File: src/hdl/fir_filter_loadable_taps_defines.svh
// Assertion macros for the filter top level.
`ifndef FIR_FILTER_LOADABLE_TAPS_DEFINES_SVH
`define FIR_FILTER_LOADABLE_TAPS_DEFINES_SVH

// Same-cycle implication, sampled on clk, off during rst.
`define FLT_ASSERT_IMP(lbl, ante, cons) \
  lbl: assert property (@(posedge clk) disable iff (rst) (ante) |-> (cons)) \
    else $error("%m: same-cycle check failed");

// Next-cycle implication, sampled on clk, off during rst.
`define FLT_ASSERT_NXT(lbl, ante, cons) \
  lbl: assert property (@(posedge clk) disable iff (rst) (ante) |=> (cons)) \
    else $error("%m: next-cycle check failed");

`endif

File: src/hdl/fir_lt_pkg.sv
package fir_lt_pkg;

  localparam int TAP_COUNT   = 101;
  localparam int SAMPLE_BITS = 16;
  localparam int COEF_BITS   = 16;
  localparam int INDEX_BITS  = 7;

  localparam int TAP_W  = (TAP_COUNT > 1) ? $clog2(TAP_COUNT) : 1;
  localparam int FILL_W = $clog2(TAP_COUNT + 1);
  localparam int PROD_W = SAMPLE_BITS + COEF_BITS;
  localparam int ACC_W  = PROD_W + FILL_W;

  localparam int S_DATA_BITS = SAMPLE_BITS + INDEX_BITS + COEF_BITS;
  localparam int S_TDATA_W   = ((S_DATA_BITS + 7) / 8) * 8;
  localparam int M_TDATA_W   = ((SAMPLE_BITS + 7) / 8) * 8;

  localparam logic CMD_SAMPLE = 1'b0;
  localparam logic CMD_LOAD   = 1'b1;

  typedef enum logic [2:0] {
    ST_IDLE,
    ST_ISSUE,
    ST_DRAIN,
    ST_ROUND,
    ST_EMIT
  } state_t;

  typedef struct packed {
    logic load_coef;
    logic push_sample;
    logic issue;
    logic round;
    logic emit;
  } dp_cmd_t;

  typedef struct packed {
    logic last_tap;
    logic pipe_busy;
    logic out_full;
  } dp_sts_t;

endpackage

File: src/hdl/fir_lt_ctrl.sv
module fir_lt_ctrl import fir_lt_pkg::*; (
  input  logic    clk,
  input  logic    rst,
  input  logic    in_valid,
  input  logic    in_cmd,
  output logic    in_ready,
  output dp_cmd_t cmd,
  input  dp_sts_t sts
);

  state_t state, state_next;

  always_ff @(posedge clk) begin
    if (rst) begin
      state <= ST_IDLE;
    end else begin
      state <= state_next;
    end
  end

  always_comb begin
    state_next = state;
    cmd        = '0;
    in_ready   = 1'b0;
    case (state)
      ST_IDLE: begin
        in_ready = 1'b1;
        if (in_valid) begin
          if (in_cmd == CMD_LOAD) begin
            cmd.load_coef = 1'b1;
          end else begin
            cmd.push_sample = 1'b1;
            state_next      = ST_ISSUE;
          end
        end
      end
      ST_ISSUE: begin
        cmd.issue = 1'b1;
        if (sts.last_tap) begin
          state_next = ST_DRAIN;
        end
      end
      ST_DRAIN: begin
        if (!sts.pipe_busy) begin
          state_next = ST_ROUND;
        end
      end
      ST_ROUND: begin
        cmd.round  = 1'b1;
        state_next = ST_EMIT;
      end
      ST_EMIT: begin
        if (!sts.out_full) begin
          cmd.emit   = 1'b1;
          state_next = ST_IDLE;
        end
      end
      default: begin
        state_next = ST_IDLE;
      end
    endcase
  end

endmodule

File: src/hdl/fir_lt_datapath.sv
module fir_lt_datapath import fir_lt_pkg::*; (
  input  logic                    clk,
  input  logic                    rst,
  input  dp_cmd_t                 cmd,
  output dp_sts_t                 sts,
  input  logic [SAMPLE_BITS-1:0]  sample_in,
  input  logic [INDEX_BITS-1:0]   tap_index,
  input  logic [COEF_BITS-1:0]    tap_value,
  output logic [SAMPLE_BITS-1:0]  sample_out,
  output logic                    clipped,
  output logic                    out_valid,
  input  logic                    out_ready
);

  localparam logic [TAP_W-1:0] LAST_TAP = TAP_W'(TAP_COUNT - 1);
  localparam logic [ACC_W-1:0] HALF     = ACC_W'(1) << (COEF_BITS - 2);
  localparam int               HI_W     = ACC_W - SAMPLE_BITS + 1;

  logic signed [SAMPLE_BITS-1:0] delay_mem [TAP_COUNT];
  logic signed [COEF_BITS-1:0]   coef_mem  [TAP_COUNT];

  logic [TAP_W-1:0]  head, head_next, tap, rp;
  logic [FILL_W-1:0] fill;
  logic              coef_we;

  logic signed [SAMPLE_BITS-1:0] rd_sample;
  logic signed [COEF_BITS-1:0]   rd_coef;
  logic                          rd_vld, rd_ok;
  logic signed [PROD_W-1:0]      mult, prod;
  logic                          prod_vld;
  logic signed [ACC_W-1:0]       acc, rnd, shifted;
  logic [HI_W-1:0]               hi_bits;
  logic                          fits;
  logic [SAMPLE_BITS-1:0]        sat_value;

  assign head_next = (head == LAST_TAP) ? '0 : head + 1'b1;
  assign coef_we   = cmd.load_coef && (32'(tap_index) < 32'(TAP_COUNT));

  always_ff @(posedge clk) begin
    if (coef_we) begin
      coef_mem[TAP_W'(tap_index)] <= tap_value;
    end
    if (cmd.push_sample) begin
      delay_mem[head_next] <= sample_in;
    end
    if (cmd.issue) begin
      rd_sample <= delay_mem[rp];
      rd_coef   <= coef_mem[tap];
      rd_ok     <= FILL_W'(tap) < fill;
    end
  end

  always_ff @(posedge clk) begin
    if (rst) begin
      head     <= '0;
      fill     <= '0;
      rd_vld   <= 1'b0;
      prod_vld <= 1'b0;
    end else begin
      rd_vld   <= cmd.issue;
      prod_vld <= rd_vld;
      if (cmd.push_sample) begin
        head <= head_next;
        if (fill != FILL_W'(TAP_COUNT)) begin
          fill <= fill + 1'b1;
        end
      end
    end
  end

  // advance tap and read pointer: newest sample first, walking back in time
  always_ff @(posedge clk) begin
    if (cmd.push_sample) begin
      tap <= '0;
      rp  <= head_next;
    end else if (cmd.issue) begin
      tap <= tap + 1'b1;
      rp  <= (rp == '0) ? LAST_TAP : rp - 1'b1;
    end
  end

  assign mult = rd_sample * rd_coef;

  always_ff @(posedge clk) begin
    prod <= rd_ok ? mult : '0;
    if (cmd.push_sample) begin
      acc <= '0;
    end else if (prod_vld) begin
      acc <= acc + {{(ACC_W - PROD_W){prod[PROD_W-1]}}, prod};
    end
    if (cmd.round) begin
      rnd <= acc + HALF;
    end
  end

  assign shifted   = rnd >>> (COEF_BITS - 1);
  assign hi_bits   = shifted[ACC_W-1:SAMPLE_BITS-1];
  assign fits      = (&hi_bits) || !(|hi_bits);
  assign sat_value = shifted[ACC_W-1] ? {1'b1, {(SAMPLE_BITS - 1){1'b0}}}
                                      : {1'b0, {(SAMPLE_BITS - 1){1'b1}}};

  always_ff @(posedge clk) begin
    if (cmd.emit) begin
      sample_out <= fits ? shifted[SAMPLE_BITS-1:0] : sat_value;
      clipped    <= !fits;
    end
  end

  always_ff @(posedge clk) begin
    if (rst) begin
      out_valid <= 1'b0;
    end else if (cmd.emit) begin
      out_valid <= 1'b1;
    end else if (out_ready) begin
      out_valid <= 1'b0;
    end
  end

  assign sts.last_tap  = (tap == LAST_TAP);
  assign sts.pipe_busy = rd_vld || prod_vld;
  assign sts.out_full  = out_valid && !out_ready;

endmodule

File: src/hdl/fir_filter_loadable_taps.sv
// Load item: taken while idle, gives no output item.
// Sample item: one multiply-accumulate unit walks all TAP_COUNT taps, one tap per
// cycle; the next item is taken once the result sits in the output register, so a
// new sample is never taken while the last one is still being filtered.
// Reset (rst, synchronous, active high) empties the delay line and the output;
// the coefficient store keeps no reset value and must be loaded before use.
`include "fir_filter_loadable_taps_defines.svh"

module fir_filter_loadable_taps import fir_lt_pkg::*; (
  input  logic                  clk,
  input  logic                  rst,
  input  logic                  s_tvalid,
  output logic                  s_tready,
  input  logic [S_TDATA_W-1:0]  s_tdata,   // sample_in, tap_index, tap_value, zero pad
  input  logic [0:0]            s_tuser,   // cmd
  output logic                  m_tvalid,
  input  logic                  m_tready,
  output logic [M_TDATA_W-1:0]  m_tdata,   // sample_out, zero pad
  output logic [0:0]            m_tuser    // clipped
);

  dp_cmd_t                dcmd;
  dp_sts_t                sts;
  logic [SAMPLE_BITS-1:0] sample_out;
  logic                   clipped;

  fir_lt_ctrl u_ctrl (
    .clk      (clk),
    .rst      (rst),
    .in_valid (s_tvalid),
    .in_cmd   (s_tuser[0]),
    .in_ready (s_tready),
    .cmd      (dcmd),
    .sts      (sts)
  );

  fir_lt_datapath u_dp (
    .clk        (clk),
    .rst        (rst),
    .cmd        (dcmd),
    .sts        (sts),
    .sample_in  (s_tdata[SAMPLE_BITS-1:0]),
    .tap_index  (s_tdata[SAMPLE_BITS +: INDEX_BITS]),
    .tap_value  (s_tdata[SAMPLE_BITS + INDEX_BITS +: COEF_BITS]),
    .sample_out (sample_out),
    .clipped    (clipped),
    .out_valid  (m_tvalid),
    .out_ready  (m_tready)
  );

  assign m_tdata    = M_TDATA_W'(sample_out);
  assign m_tuser[0] = clipped;

  `FLT_ASSERT_NXT(a_sample_busy, s_tvalid && s_tready && s_tuser[0] == CMD_SAMPLE, !s_tready)
  `FLT_ASSERT_NXT(a_load_idle, s_tvalid && s_tready && s_tuser[0] == CMD_LOAD, s_tready)
  `FLT_ASSERT_IMP(a_busy_blocks, sts.pipe_busy, !s_tready)
  `FLT_ASSERT_IMP(a_emit_room, dcmd.emit, !(m_tvalid && !m_tready))

endmodule
File: config.mk
export PLATFORM = sky130hd
export DESIGN_NAME = fir_filter_loadable_taps
export DESIGN_NICKNAME = d
export VERILOG_FILES = /design/src/hdl/fir_lt_pkg.sv /design/src/hdl/fir_lt_ctrl.sv /design/src/hdl/fir_lt_datapath.sv /design/src/hdl/fir_filter_loadable_taps.sv
export VERILOG_INCLUDE_DIRS = /design/src /design/src/hdl
export SDC_FILE = /design/constraint.sdc
export NUM_CORES = 2
export LEC_CHECK = 0
export ABC_CLOCK_PERIOD_IN_PS = 6400
export BUFFER_PORTS_ARGS = -buffer_cell sky130_fd_sc_hd__buf_2
export CORE_MARGIN = 8
export CORE_UTILIZATION = 57
export DETAILED_ROUTE_END_ITERATION = 6
export HOLD_SLACK_MARGIN = 0.12
export PLACE_DENSITY_LB_ADDON = 0.05
export SLEW_MARGIN = 40
export SYNTH_ARGS = -nofsm -noshare
export SYNTH_HDL_FRONTEND = slang
export SYNTH_SLANG_ARGS = --single-unit
File: constraint.sdc
create_clock -name clk -period 6.4 [get_ports clk]
set_clock_uncertainty 0.1 [all_clocks]
set_input_delay 0.32 -clock clk [delete_from_list [all_inputs] [get_ports clk]]
set_output_delay 0.32 -clock clk [all_outputs]
set_load 0.005 [all_outputs]
==> run_results.csv <==
group,metric,value,unit
synth,ys_ff_latch,3411,
run,maxCapViolCount,0,
route,dr.pass1.iters,6,
hold_path,hp-class,"in2reg",
synth,synth_edf_count,3313,
synth,synth_top_area_share,69.89,%
synth,synth_seq_area_share,71.27,%
grt,use_met3,3.384,%
sta,min_period_over_period,96.02,%
pwr,p_per_area,461.8,nW/µm²
cts,cts_htree_levels,5,
grt,grt_pass1_wl,486.6,mm
layout,drive_gt1_share,25.64,%
sta,worst_slew_pin_slew,1064,ps
synth,synth_nets,7439,
grt,antenna_found_initial,10,
setup_path,path_class,"reg2reg",
synth,yosys_warnings,0,
pwr,p_leak,52.59,nW
setup_path,critPathRequiredTime,7090,ps
synth,synth_area,142300,µm²
die,coreArea,248400,µm²
layout,n_fill_cell,16660,
layout,area_delta_synth_final,12.85,%
cts,clk_pin_slew,60,ps
placed_design,io_buffers,62,
cts,cts_made_buffers,359,
sta,drv_slew,0,
sta,layout_min_cycle_time,6145,ps
synth,yosys-top-cells-count,"edfxtp_1 (3,313), mux4_2 (980), nor2_1 (318)",
synth,syn-instance-count,6997,
die,dieWidth,515.7,µm
grt,grt_max_degree,119,
die,rows,183,
synth,async_flop_share,0,%
sta,maxSlewHeadroom,29.05,%
grt,grt_pass1_vias,70250,
synth,yosysMostFrequentCell,"edfxtp_1",
pwr,ir_drop,1.351,mV
setup_path,end_kind,"register",
setup_path,cp-start-kind,"register",
cts,clk_latency,960,ps
cts,cts_sinks,3411,
placed_design,gp_congestion,0.8417,
layout,stdcell_area,160600,µm²
sta,setup_viol,0,
setup_path,cp.arrival,6830,ps
sta,hold_viol_final,0,
synth,ys_types,67,
route,via_count,69120,
synth,synth_ff_type,"edfxtp_1",
pwr,power,0.07418,W
die,ios,64,
die,die_height,515.7,µm
route,wl_per_cell,29.82,µm
die,start_util,57.29,%
route,initialDrtViolationCount,7208,
route,drcViolationCount,0,
synth,syn_area_per_cell,20.34,µm²
cts,cts_tree,"done",
grt,busiest_layer,"met2",
sta,fmax,162.7,MHz
cts,cts_buffer_depth,4,
grt,track_usage,24.93,%
run_status,status,"completed",
grt,grt.met1_usage,36.33,%
placed_design,placedInstanceArea,148600,µm²
setup_path,cp_max_fo,7,
route,routed_wl,331.3,mm
route,ant_nets,0,
route,viasPerCell,6.222,
synth,synth_top_cell_by_area,"edfxtp_1",
layout,design.final.nets,7949,
die,dieArea,266000,µm²
grt,grt-ovfl-total,0,
layout,seqCellArea,101500,µm²
layout,multiInputGateArea,38450,µm²
cts,cts-root-buf,"clkbuf_16",
grt,gr-usage-met2,40.53,%
synth,synthTopCellsByArea,"edfxtp_1 (70%), mux4_2 (16%), fa_1 (3.7%), dfxtp_1 (1.4%), ha_1 (1.2%)",
placed_design,hpwl,198.8,mm
-- critical path: stages, from the launching register on --
cell	delay, ps
edfxtp_1	520
buf_4	200
and2_1	150
fa_1	530
inv_1	50
fa_1	400
fa_1	550
fa_1	550
inv_1	50
fa_1	490
fa_1	420
ha_1	370
a21o_1	190
a21o_1	160
a21oi_1	130
o31a_1	220
buf_4	160
o21ai_0	90
a41o_1	280
a21oi_1	180
xnor2_1	70
and2_1	140
-- sequential cells by signal (all words and copies together), names as in the netlist, 3 cells and up --
signal and cells:
u_dp.rnd 24, u_dp.sample_out 16, u_dp.acc 39, u_dp.rp 7
u_dp.rd_sample 16, u_dp.delay_mem 1616, u_dp.fill 7, u_dp.prod 32
u_ctrl.state 3, u_dp.rd_coef 16, u_dp.head 7, u_dp.tap 7
u_dp.coef_mem 1616
-- cells by family (layout without fill, tap and decap cells) --
logic type               after synthesis  count (layout)  synth area share, %
AND/OR/NAND/NOR                      920             920                3.019
buffers and inverters                653            1429                1.871
adder cells (fa/ha/maj)              397             397                4.877
flip-flops                          3411            3411                71.27
other                                  0               6                    0
AO/OA/AOI/OAI                        384             384                1.748
multiplexers                        1124            1124                16.55
XOR/XNOR                             108             108               0.6646
-- final timing paths --
| check | from | endpoint | slack, ps | cells after the start |
|---|---|---|---|---|
| setup / recovery | u_dp.rd_sample[6]$_DFFE_PP_ | u_dp.prod[22]$_SDFF_PN0_ | 250 | 21 |
| hold / removal | m_tready | u_ctrl.state[2]$_SDFFE_PP0P_ | 210 | 5 |
| setup reg to reg | u_dp.rd_sample[6]$_DFFE_PP_ | u_dp.prod[22]$_SDFF_PN0_ | 250 | 21 |
| hold reg to reg | u_dp.rd_vld$_SDFF_PP0_ | u_dp.prod_vld$_SDFF_PP0_ | 360 | 1 |
-- cell usage in the layout, fill, tap and decap left out, drive strengths merged, types with 5 or more instances in the layout --
cell type       n
o22ai          19
nor3b           6
buf           438
o211ai         18
nand2b         27
clkinv        144
and3           21
o221ai         23
nor2b          35
edfxtp       3313
and2          154
mux2           33
clkbuf        442
nand3b          5
diode           6
o31ai          15
bufinv         28
xor2           38
a21oi         109
xnor2          70
fa            263
a21o           46
a31oi          11
nand3          39
a211oi         36
nor3           26
o21bai          7
mux4          980
nor2          318
nor4            6
inv           319
dfxtp          98
ha            134
clkinvlp       10
o21ai          66
dlygate4sd3    48
mux2i         111
nand4          18
nand2         249
-- area by class of cell --
class                      instances  share of cell area (%)
antenna                            6                0.009347
clock buffer                     437                   5.827
clock inverter                   190                   1.069
inverter                         311                  0.7275
multi-input combinational       2933                   23.94
sequential                      3411                   63.17
tap                             3330                   2.594
timing repair buffer             491                   2.670
-- power breakdown --
part           internal, W  switching, W
Sequential          0.0249      0.000291
Clock               0.0115       0.00830
Combinational       0.0136        0.0156
Total               0.0499        0.0242
-- stage by stage --
stage / setup slack [ps] / TNS [ps] / instances / hold slack (ps) / utilization (%)
floorplan: 20.52 / 0 / 6997 / 318.9 / -
global placement: 99.71 / 0 / 10400 / 350.3 / 59.74
detailed placement: -45.68 / -45.68 / 10400 / 350.5 / 59.82
CTS: 2.058 / 0 / 11080 / 127.0 / 64.48
global route: -2.759 / -2.759 / 11100 / 191.2 / 64.65
finish: 254.7 / 0 / 11110 / 213.6 / 64.66
-- metal layers --
layer	up-vias	wire length, µm
li1	29130	-
met1	36970	138000
met2	2519	162600
met3	503	20870
met4	4	9740
met5	-	27
-- repair_timing --
action | CTS | global route
buffers inserted | 1 | 14
endpoints found under the setup margin | 1 | 8
hold buffers | 48 | 0
endpoints found under the hold margin | 2467 | 0
gates cloned | 0 | 0
pin swaps | 0 | 9
resized for setup | 1 | 14
(Power assumes the default switching activity.)
